### src/rtl/bpg_pkg.sv
// ----------------------------------------------------------------------------
// bpg_pkg: shared types and constants of the burst pulse generator
// payload structs, register map, operation codes and the packed-field helper
// ----------------------------------------------------------------------------
package bpg_pkg;

  localparam int CHANNELS    = 4;
  localparam int COUNT_WIDTH = 16;
  localparam int CFG_W       = 64;
  localparam int ADDR_W      = 5;
  localparam int CH_W        = 2;
  localparam int MASK_W      = 4;

  // packed settings padded with zeros so a field past bit 63 reads as zero
  localparam int FIELD_PAD_W = CHANNELS * COUNT_WIDTH + CFG_W;
  localparam int FIELD_IDX_W = $clog2(FIELD_PAD_W);

  localparam logic OP_TICK   = 1'b0;
  localparam logic OP_ENABLE = 1'b1;

  typedef enum logic [1:0] {
    REG_ON_TIMES     = 2'd0,
    REG_OFF_TIMES    = 2'd1,
    REG_BURST_LIMITS = 2'd2,
    REG_STOP_LEVELS  = 2'd3
  } reg_idx_t;

  typedef struct packed {
    logic            op;
    logic [CH_W-1:0] channel;
    logic            enable_value;
  } bpg_in_t;

  typedef struct packed {
    logic [MASK_W-1:0] pin_levels;
    logic [MASK_W-1:0] enabled_mask;
  } bpg_out_t;

  function automatic logic [COUNT_WIDTH-1:0] field_of(input logic [CFG_W-1:0] word,
                                                      input int ch);
    logic [FIELD_PAD_W-1:0] padded;
    padded = {{(FIELD_PAD_W-CFG_W){1'b0}}, word};
    return padded[FIELD_IDX_W'(ch*COUNT_WIDTH) +: COUNT_WIDTH];
  endfunction

endpackage

### src/rtl/burst_pulse_generator_core.sv
// ----------------------------------------------------------------------------
// burst_pulse_generator_core: four-channel burst pulse generator
// tick and enable transactions in, pin levels and enable mask out
// ----------------------------------------------------------------------------
// Each input transaction is either a timer tick, which advances every running
// channel through its high phase (on_times ticks), low phase (off_times ticks)
// and pulse count (burst_limits, zero for endless), or an enable write to one
// channel. The channel state is updated at the edge the transaction is
// accepted and the resulting pin levels and enable mask land in the output
// register at that same edge, and the block accepts a new transaction every
// cycle as long as the output register is empty or being drained; the only
// limit is the single output register. A channel that finishes its burst or
// is disabled drives its stop_levels bit. Settings are written over the APB
// port at 8-byte spacing (on, off, limits, stop levels) and should only be
// changed while no transaction is in flight.
module burst_pulse_generator_core
  import bpg_pkg::*;
(
  input  logic              clk,
  input  logic              rst,
  // configuration port
  input  logic              psel,
  input  logic              penable,
  input  logic              pwrite,
  input  logic [ADDR_W-1:0] paddr,
  input  logic [CFG_W-1:0]  pwdata,
  output logic [CFG_W-1:0]  prdata,
  output logic              pready,
  // command stream
  input  logic              in_valid,
  output logic              in_ready,
  input  bpg_in_t           in_data,
  // status stream
  output logic              out_valid,
  input  logic              out_ready,
  output bpg_out_t          out_data
);

  // settings
  logic [CFG_W-1:0]  on_times;
  logic [CFG_W-1:0]  off_times;
  logic [CFG_W-1:0]  burst_limits;
  logic [MASK_W-1:0] stop_levels;

  // channel state
  logic [CHANNELS-1:0]    phase_low, phase_low_next;
  logic [CHANNELS-1:0]    running, running_next;
  logic [CHANNELS-1:0]    pin_level, pin_level_next;
  logic [COUNT_WIDTH-1:0] tick_count [CHANNELS];
  logic [COUNT_WIDTH-1:0] tick_count_next [CHANNELS];
  logic [COUNT_WIDTH-1:0] pulse_count [CHANNELS];
  logic [COUNT_WIDTH-1:0] pulse_count_next [CHANNELS];

  logic     in_fire;
  logic     cfg_write;
  reg_idx_t cfg_idx;
  bpg_out_t result_next;

  assign pready    = 1'b1;
  assign cfg_write = psel && penable && pwrite && pready;
  assign cfg_idx   = reg_idx_t'(paddr[ADDR_W-1:3]);

  // output register frees up when empty or when drained this cycle
  assign in_ready = !out_valid || out_ready;
  assign in_fire  = in_valid && in_ready;

  // register file
  always_ff @(posedge clk) begin
    if (rst) begin
      on_times     <= '0;
      off_times    <= '0;
      burst_limits <= '0;
      stop_levels  <= '0;
    end else if (cfg_write) begin
      case (cfg_idx)
        REG_ON_TIMES:     on_times     <= pwdata;
        REG_OFF_TIMES:    off_times    <= pwdata;
        REG_BURST_LIMITS: burst_limits <= pwdata;
        REG_STOP_LEVELS:  stop_levels  <= pwdata[MASK_W-1:0];
        default:          ;
      endcase
    end
  end

  always_comb begin
    case (cfg_idx)
      REG_ON_TIMES:     prdata = on_times;
      REG_OFF_TIMES:    prdata = off_times;
      REG_BURST_LIMITS: prdata = burst_limits;
      REG_STOP_LEVELS:  prdata = {{(CFG_W-MASK_W){1'b0}}, stop_levels};
      default:          prdata = '0;
    endcase
  end

  // channel update for the accepted transaction
  always_comb begin
    logic [COUNT_WIDTH:0] tick_inc;
    logic [COUNT_WIDTH:0] pulse_inc;
    logic [COUNT_WIDTH-1:0] limit;
    phase_low_next = phase_low;
    running_next   = running;
    pin_level_next = pin_level;
    tick_count_next  = tick_count;
    pulse_count_next = pulse_count;
    tick_inc  = '0;
    pulse_inc = '0;
    limit     = '0;
    if (in_fire) begin
      if (in_data.op == OP_TICK) begin
        for (int ch = 0; ch < CHANNELS; ch++) begin
          if (running[ch]) begin
            tick_inc = {1'b0, tick_count[ch]} + 1'b1;
            if (!phase_low[ch]) begin
              // high phase
              pin_level_next[ch] = 1'b1;
              if (tick_inc >= {1'b0, field_of(on_times, ch)}) begin
                phase_low_next[ch]  = 1'b1;
                tick_count_next[ch] = '0;
              end else begin
                tick_count_next[ch] = tick_inc[COUNT_WIDTH-1:0];
              end
            end else begin
              // low phase, end of a pulse once off count is reached
              pin_level_next[ch] = 1'b0;
              if (tick_inc >= {1'b0, field_of(off_times, ch)}) begin
                limit     = field_of(burst_limits, ch);
                pulse_inc = {1'b0, pulse_count[ch]} + 1'b1;
                phase_low_next[ch]  = 1'b0;
                tick_count_next[ch] = '0;
                if ((limit != '0) && (pulse_inc >= {1'b0, limit})) begin
                  // burst done: park the channel at its stop level
                  running_next[ch]     = 1'b0;
                  pulse_count_next[ch] = '0;
                  pin_level_next[ch]   = stop_levels[ch];
                end else begin
                  // count the pulse; endless bursts wrap the pulse count
                  pulse_count_next[ch] = pulse_inc[COUNT_WIDTH-1:0];
                end
              end else begin
                tick_count_next[ch] = tick_inc[COUNT_WIDTH-1:0];
              end
            end
          end
        end
      end else begin
        if (int'(in_data.channel) < CHANNELS) begin
          if (in_data.enable_value) begin
            // phase, counters and pin are kept
            running_next[in_data.channel] = 1'b1;
          end else begin
            running_next[in_data.channel]     = 1'b0;
            phase_low_next[in_data.channel]   = 1'b0;
            tick_count_next[in_data.channel]  = '0;
            pulse_count_next[in_data.channel] = '0;
            pin_level_next[in_data.channel]   = stop_levels[in_data.channel];
          end
        end
      end
    end
  end

  // status seen after the update, channels past the mask width dropped
  always_comb begin
    result_next = '0;
    for (int ch = 0; ch < CHANNELS && ch < MASK_W; ch++) begin
      result_next.pin_levels[ch]   = pin_level_next[ch];
      result_next.enabled_mask[ch] = running_next[ch];
    end
  end

  always_ff @(posedge clk) begin
    if (rst) begin
      phase_low <= '0;
      running   <= '0;
      pin_level <= '0;
      for (int ch = 0; ch < CHANNELS; ch++) begin
        tick_count[ch]  <= '0;
        pulse_count[ch] <= '0;
      end
    end else begin
      phase_low   <= phase_low_next;
      running     <= running_next;
      pin_level   <= pin_level_next;
      tick_count  <= tick_count_next;
      pulse_count <= pulse_count_next;
    end
  end

  // result register
  always_ff @(posedge clk) begin
    if (rst) begin
      out_valid <= 1'b0;
    end else if (in_fire) begin
      out_valid <= 1'b1;
    end else if (out_ready) begin
      out_valid <= 1'b0;
    end
  end

  always_ff @(posedge clk) begin
    if (in_fire) begin
      out_data <= result_next;
    end
  end

  // checks

  // a stopped channel always sits in the high phase with cleared counters
  logic [CHANNELS-1:0] idle_dirty;
  always_comb begin
    for (int ch = 0; ch < CHANNELS; ch++) begin
      idle_dirty[ch] = !running[ch] &&
                       (phase_low[ch] || (tick_count[ch] != '0) || (pulse_count[ch] != '0));
    end
  end

  a_idle_clean: assert property (@(posedge clk) disable iff (rst)
    idle_dirty == '0)
    else $error("stopped channel holds phase or count state");

  a_result_follows: assert property (@(posedge clk) disable iff (rst)
    in_fire |=> out_valid)
    else $error("accepted transaction produced no result");

  a_mask_matches: assert property (@(posedge clk) disable iff (rst)
    out_valid |-> (out_data.enabled_mask == result_next.enabled_mask) || in_fire)
    else $error("pending enable mask disagrees with channel state");

endmodule
### config.mk
export PLATFORM = sky130hd
export DESIGN_NAME = burst_pulse_generator_core
export DESIGN_NICKNAME = d
export VERILOG_FILES = /design/src/rtl/bpg_pkg.sv /design/src/rtl/burst_pulse_generator_core.sv
export SDC_FILE = /design/constraint.sdc
export NUM_CORES = 1
export LEC_CHECK = 0
export ABC_AREA = 1
export BUFFER_PORTS_ARGS = -buffer_cell sky130_fd_sc_hd__clkbuf_2
export CORE_ASPECT_RATIO = 1.75
export CORE_UTILIZATION = 40
export CTS_CLUSTER_SIZE = 10
export DETAILED_ROUTE_END_ITERATION = 10
export SYNTH_ARGS = -nofsm -noshare
export SYNTH_HDL_FRONTEND = slang
export SYNTH_SLANG_ARGS = --single-unit
### constraint.sdc
create_clock -name clk -period 3.3 [get_ports clk]
set_clock_uncertainty 0.2 [all_clocks]
set_input_delay 0.66 -clock clk [delete_from_list [all_inputs] [get_ports clk]]
set_output_delay 0.66 -clock clk [all_outputs]
set_load 0.01 [all_outputs]
### Word level (Yosys, flattened, before mapping)

Index checks and enable logic that the tools add are counted.

* register bits: 345
* bits in latches: 0
* memory bits (writable): 0
* memory bits (read-only): 0
* input bits: 80
* word-level logic and storage cells: 200
* memories: 0

* $add $sub $neg: 8
* multiply operators: 0
* divide/modulo/power cells: 0
* magnitude comparators: 16
* equal/unequal tests: 4
* shifts and indexed selects: 0
* muxes and demuxes: 102
* bitwise logic cells: 8
* reduce and logical (&&, ||, !) cells: 41

Operators with widths (number)
* 16-bit 2-to-1 mux: 33
* 64-bit 2-to-1 mux: 4
* 64-bit one-hot mux with 4 select lines: 1
* 17-bit by 16-bit >= comparator with 1-bit output: 12
* 16-bit by 1-bit adder with 17-bit output, second input constant: 8
* 64-bit AND: 2
* 64-bit inverter: 1
* 16-bit nonzero test: 4
* 1-bit 2-to-1 mux: 52
* 16-bit demux with 2-bit select: 1
* 4-bit 2-to-1 mux: 8
* 2-bit nonzero test: 13
* 5-bit AND reduction: 4
* 3-bit AND reduction: 4
* 1-bit logical AND: 9
* 4-bit AND: 2
* 2-bit AND reduction: 4
* 4-bit bitwise mux: 1
* 2-bit equality test, second input constant: 2
* 4-bit inverter: 1
* 4-bit bitwise OR: 1
* 3-bit >= comparator, second input constant: 1
* 2-bit by 3-bit < comparator with 1-bit output, second input constant: 1
* 3-bit by 1-bit < comparator with 1-bit output, second input constant: 1
* 9 further kinds: 9

### Logic depth before layout (Yosys ltp)

* word-level depth: 9
* gate-level depth with buffers: 27
* depth with buffers taken out: 27

### Least setup slack after synthesis

Ideal clock, no wire load.

* path type: reg2reg
* start: register pulse_count[16] (netlist bit)
* end: register out_data[2] (netlist bit) (data pin)
* library setup time: 259 ps
* data arrival time: 2736 ps
* path slack: 105 ps
* cell stages (with the launch flop): 24
* buffers on the path: 0
* cell sequence: dfxtp_1 -> ha_1 -> nand3_1 -> nor2_1 -> nand2_1 -> nor2_1 -> nand2_1 -> nor2_1 -> xor2_1 -> inv_1 -> ha_1 -> nand2_1 -> nor2_1 -> nand2_1 -> o21ai_0 -> nand2_1 -> nand4_1 -> nand2_1 -> inv_1 -> nand3_1 -> nand2_1 -> nand2_1 -> o21ai_0 -> inv_1

* longest elaborated chain between the ends: 9

Ends and longest elaborated chain
* from (decl): line burst_pulse_generator_core.sv:51 `logic [COUNT_WIDTH-1:0] pulse_count [CHANNELS];`
* from (signal assigned): line burst_pulse_generator_core.sv:185 `pulse_count <= pulse_count_next;`
* 16-bit by 1-bit adder with 17-bit output: line burst_pulse_generator_core.sv:127 `pulse_inc = {1'b0, pulse_count[ch]} + 1'b1;`
* 17-bit by 16-bit >= comparator with 1-bit output: line burst_pulse_generator_core.sv:130 `if ((limit != '0) && (pulse_inc >= {1'b0, limit})) begin`
* 1-bit logical AND: line burst_pulse_generator_core.sv:130
* 1-bit 2-to-1 mux: line burst_pulse_generator_core.sv:130
* 1-bit 2-to-1 mux: line burst_pulse_generator_core.sv:125 `if (tick_inc >= {1'b0, field_of(off_times, ch)}) begin`
* 1-bit 2-to-1 mux: line burst_pulse_generator_core.sv:113 `if (!phase_low[ch]) begin`
* 1-bit 2-to-1 mux: line burst_pulse_generator_core.sv:111 `if (running[ch]) begin`
* 4-bit 2-to-1 mux: line burst_pulse_generator_core.sv:109 `if (in_data.op == OP_TICK) begin`
* 4-bit 2-to-1 mux: line burst_pulse_generator_core.sv:108 `if (in_fire) begin`
* net running_next[2]: line burst_pulse_generator_core.sv:47 `logic [CHANNELS-1:0] running, running_next;`
* to (signal assigned): line burst_pulse_generator_core.sv:202 `out_data <= result_next;`
* to (decl): line burst_pulse_generator_core.sv:36 `output bpg_out_t out_data`

The timed path passes the listed nets, and every way through them passes these cells.
A chain may end at the register's enable or synchronous reset.

### Worst setup path after layout

* start: register tick_count[32] (netlist bit)
* end: register pulse_count[36] (netlist bit)

* longest elaborated chain between the ends: 4

Ends and longest elaborated chain
* from (decl): line burst_pulse_generator_core.sv:49 `logic [COUNT_WIDTH-1:0] tick_count [CHANNELS];`
* from (signal assigned): line burst_pulse_generator_core.sv:184 `tick_count <= tick_count_next;`
* 16-bit by 1-bit adder with 17-bit output: line burst_pulse_generator_core.sv:112 `tick_inc = {1'b0, tick_count[ch]} + 1'b1;`
* 17-bit by 16-bit >= comparator with 1-bit output: line burst_pulse_generator_core.sv:125
* 2-bit nonzero test (no line)
* 5-bit AND reduction (no line)

No other way between the ends.

==> impl_summary.txt <==
----------------------------------------------------
[Final layout]
  Finished Core Util ... 52.8%
  Layout area overhead ... 30.6%
  FF/Latch Area ... 0.00704 mm2
  Count of inserted antenna diode cells ... 0
  Cell area after layout ... 0.0302 mm2
  Share of layout cells above drive strength 1 ... 26.2%
  Footprint of the multi-input gates ... 0.0156 mm2
  Final #Nets ... 4033
  Total of fill cells in the finished design ... 5644

[Routing]
  Remaining DRCs ... 0
  First drt pass iteration count ... 6
  Vias post-DR ... 23900
  Count of antenna-violating nets left after detailed routing ... 0
  Detailed Route Iter0 Violations ... 1287
  Wire length reported by the detailed router ... 80200 um
  Routed wirelength normalized by instance count ... 17.7 um
  Vias per cell ... 5.27

[Setup path]
  Endpoint class of the critical path ... register
  R2R setup slack ... -0.09 ns
  WP data arrival ... 3.69 ns
  Capture point of the worst reg-to-reg path ... pulse_count[36]
  FF-to-FF Start ... tick_count[32]
  Critical path type ... reg -> reg
  Critical Path Source Type ... register
  Cells on worst reg2reg path ... 20
  Worst setup path start ... tick_count[32]
  Critical path fanouts, max ... 8
  Worst endpoint required time ... 3.60 ns

[Synthesis]
  Distinct cells, synth ... 55
  Cell types with the highest counts after synthesis ... sky130_fd_sc_hd__nand2_1 (656), sky130_fd_sc_hd__inv_1 (511), sky130_fd_sc_hd__a21oi_1 (369)
  Average footprint of a synthesized cell ... 6.73 um2
  Flip-flop and latch count after synthesis ... 345
  Most common cell in the netlist ... sky130_fd_sc_hd__nand2_1
  Sequential area share after synthesis ... 30.2%
  Post-synthesis instance area ... 0.0231 mm2
  Post-synth EDFFs ... 8
  Number of warnings issued by yosys ... 0
  Leading post-synthesis cells by cell area ... sky130_fd_sc_hd__dfxtp_1 (29%), sky130_fd_sc_hd__ha_1 (11%), sky130_fd_sc_hd__nand2_1 (11%)
  Synthesized Nets ... 3718
  Fraction of post-synthesis cell area in the top cell type by area ... 29.2%
  Cell type with the largest total area after synthesis ... sky130_fd_sc_hd__dfxtp_1
  Main flop type after synthesis ... sky130_fd_sc_hd__dfxtp_1
  Cell count after synthesis ... 3438
  Share of synthesized flip-flops with an asynchronous set or reset ... 0%

[STA]
  Worst relative slew slack ... 35.0%
  Number of pins exceeding their max-slew limit in the final report ... 0
  Crit path time final ... 3.39 ns
  Final setup violation count ... 69
  RSZ-0062 raised after global routing ... yes
  Tightest Pin Transition ... 0.975 ns
  Maximum clock frequency ... 295 MHz
  Worst path setup slack after routing ... -0.0882 ns
  Fin crit share ... 103%
  Hold Vio Cnt, Final ... 0

[Power and ir drop]
  Power density normalized to cell area ... 418 mW/mm2
  Sequential cell fraction of total power ... 36.2%
  Static leakage ... 13.8 nW
  Net switching power of the design ... 0.00431 W
  Clock Power Share ... 33.3%
  Overall power after layout ... 0.0126 W
  Relative contribution of combinational cells to total power ... 30.4%
  Maximum ir drop on the vdd rail ... 0.396 mV
  Switching part of the total ... 34.1%
  Internal Power ... 0.00830 W

[Floorplan]
  Width of the chip ... 184 um
  Number of rows created at floorplan ... 116
  Top Ports ... 155
  Starting density of the core ... 40.4%
  Die Area ... 0.0588 mm2
  Area of the core region ... 0.0572 mm2
  Chip Height ... 320 um

[Clocking]
  Clock latency on the worst-skew pair ... 0.56 ns
  TritonCTS clock tree ... built
  Clock Root Buffer ... sky130_fd_sc_hd__clkbuf_16
  Maximum level of the CTS H-tree ... 2
  Clock slew at reported path FFs ... 0.06 ns
  Number of hold-repair buffers added at the cts stage ... 0
  Max Buffers Root-to-Sink ... 3
  Number of clock sinks seen by CTS ... 345
  Total clock buffers created by CTS ... 41

[Global route]
  GR Overflow Total ... 0
  Number of global-route vias before repair ... 23000
  Peak-usage layer in the global routing report ... met2
  GRT met2 Usage ... 49.5%
  Global routing usage on met1 ... 27.1%
  Global-route wire length before repair ... 120000 um
  Antenna violations before repair ... 2
  GR Util met3 ... 2.81%
  Tot GR Track Use ... 25.9%
  Maximum number of pins on one net before global-route repair ... 96

[Min path]
  Class of the tightest hold or removal check ... in -> reg
  Hold endpoint ... off_times[32]
  Cell count of the worst hold path ... 3
  Hold wc startpoint ... pwdata[32]

[Status]
  Result of the run ... finished, violations left
  Violated checks ... setup timing

[Job]
  Max-cap check violation count ... 0

[Place]
  Post-detail-place hpwl ... 56000 um
  Number of port buffers ... 150
  Placer Congestion ... 0.930
  Instance area at placement ... 0.0261 mm2

----------------------------------------------------
==> per-stage QoR <==
| step | cells | TNS, ns | hold WS (ns) | setup slack [ns] |
|---|---|---|---|---|
| detailed placement | 4416 | -11.35 | 0.272 | -0.215 |
| finish | 4537 | -3.06 | 0.181 | -0.0882 |
| global placement | 4416 | -9.07 | 0.265 | -0.190 |
| CTS | 4504 | -0.0547 | 0.154 | -0.0164 |
| global route | 4537 | -20.91 | 0.211 | -0.274 |
| floorplan | 3438 | 0 | 0.250 | 0.105 |
==> critical path, cell delays in order (launching register included) <==
cell and delay, ns:
sky130_fd_sc_hd__dfxtp_4 0.38, sky130_fd_sc_hd__nand3_4 0.10, sky130_fd_sc_hd__nor3_4 0.21, sky130_fd_sc_hd__nand3_2 0.10, sky130_fd_sc_hd__or2_4 0.27, sky130_fd_sc_hd__nor2_4 0.16
sky130_fd_sc_hd__nand2_2 0.09, sky130_fd_sc_hd__xor2_2 0.22, sky130_fd_sc_hd__inv_2 0.08, sky130_fd_sc_hd__ha_1 0.29, sky130_fd_sc_hd__nand2_2 0.07, sky130_fd_sc_hd__nor2_1 0.04
sky130_fd_sc_hd__a31oi_1 0.11, sky130_fd_sc_hd__nand2_1 0.08, sky130_fd_sc_hd__nand2_2 0.10, sky130_fd_sc_hd__nand2_4 0.07, sky130_fd_sc_hd__o211ai_4 0.28, sky130_fd_sc_hd__buf_6 0.18
sky130_fd_sc_hd__buf_16 0.15, sky130_fd_sc_hd__nor2_1 0.05, sky130_fd_sc_hd__nor2_1 0.07
==> worst max-delay path by stage <==
stage | slack, ns | end | cells past startpoint
after floorplan | 0.11 | out_data[2] | 23
after global placement | -0.19 | out_data[0] | 18
after detailed placement | -0.21 | out_data[0] | 18
after CTS | -0.02 | pulse_count[29] | 23
after global routing | -0.27 | pulse_count[37] | 23
final | -0.09 | pulse_count[36] | 20
==> timing repair <==
item                       4_1_cts  5_1_grt
pin swaps                       30      175
cloned                           7        9
setup endpoints to repair      125      148
gates resized for setup        139      485
setup buffers                   21       30
==> cell usage in the layout, fill, tap and decap left out, drive strengths merged, types with 5 or more instances in the layout <==
| cell | instances |
|---|---|
| nor2 | 349 |
| buf | 276 |
| ha | 200 |
| nor3 | 37 |
| o31ai | 34 |
| o21ai | 316 |
| xor2 | 86 |
| or2 | 7 |
| a211oi | 5 |
| o22ai | 5 |
| a21o | 7 |
| nand4 | 48 |
| clkbuf | 214 |
| nand3 | 111 |
| inv | 527 |
| edfxtp | 8 |
| o221ai | 57 |
| xnor2 | 6 |
| nor4 | 24 |
| o32ai | 8 |
| a21oi | 373 |
| dfxtp | 337 |
| a31oi | 37 |
| o211ai | 7 |
| nand2 | 664 |
| o21a | 7 |
| nand3b | 5 |
==> per-layer routing <==
metal / up-vias / share of wire (%)
li1: 11900 / -
met1: 11200 / 38
met2: 561 / 53
met3: 221 / 3.4
met4: 4 / 5.9
met5: - / 0.032
==> cells by family after synthesis <==
| kind of cell | after synthesis | synth area share (%) |
|---|---|---|
| buffers and inverters | 688 | 11.6 |
| flip-flops | 345 | 30.2 |
| adder cells (fa/ha/maj) | 200 | 10.8 |
| other | 1 | 0.0162 |
| XOR/XNOR | 92 | 3.48 |
| AND/OR/NAND/NOR | 1250 | 22.9 |
| AO/OA/AOI/OAI | 862 | 20.9 |
==> power groups by stage <==
stage               combinational, W  sequential (W)  clock (W)
floorplan                    0.00190         0.00460          0
global placement             0.00297         0.00463          0
detailed placement           0.00299         0.00463          0
CTS                          0.00319         0.00455    0.00430
global route                 0.00421         0.00459    0.00445
finish                       0.00384         0.00457    0.00420
==> layout make-up <==
cell class                 count  area share [%]
multi-input combinational   2405            51.7
sequential                   345            23.3
inverter                     528            6.69
tap                          767            3.18
timing repair inverter         1          0.0373
timing repair buffer         431            11.2
clock inverter                 1          0.0290
clock buffer                  59            3.83
==> registers in the layout, summed over array words and instances (netlist names) <==
register	cells
burst_limits	64
off_times	64
on_times	64
out_data	8
out_valid	1
phase_low	4
pin_level	4
pulse_count	64
running	4
stop_levels	4
tick_count	64
Power figures use the tool's default switching activity.
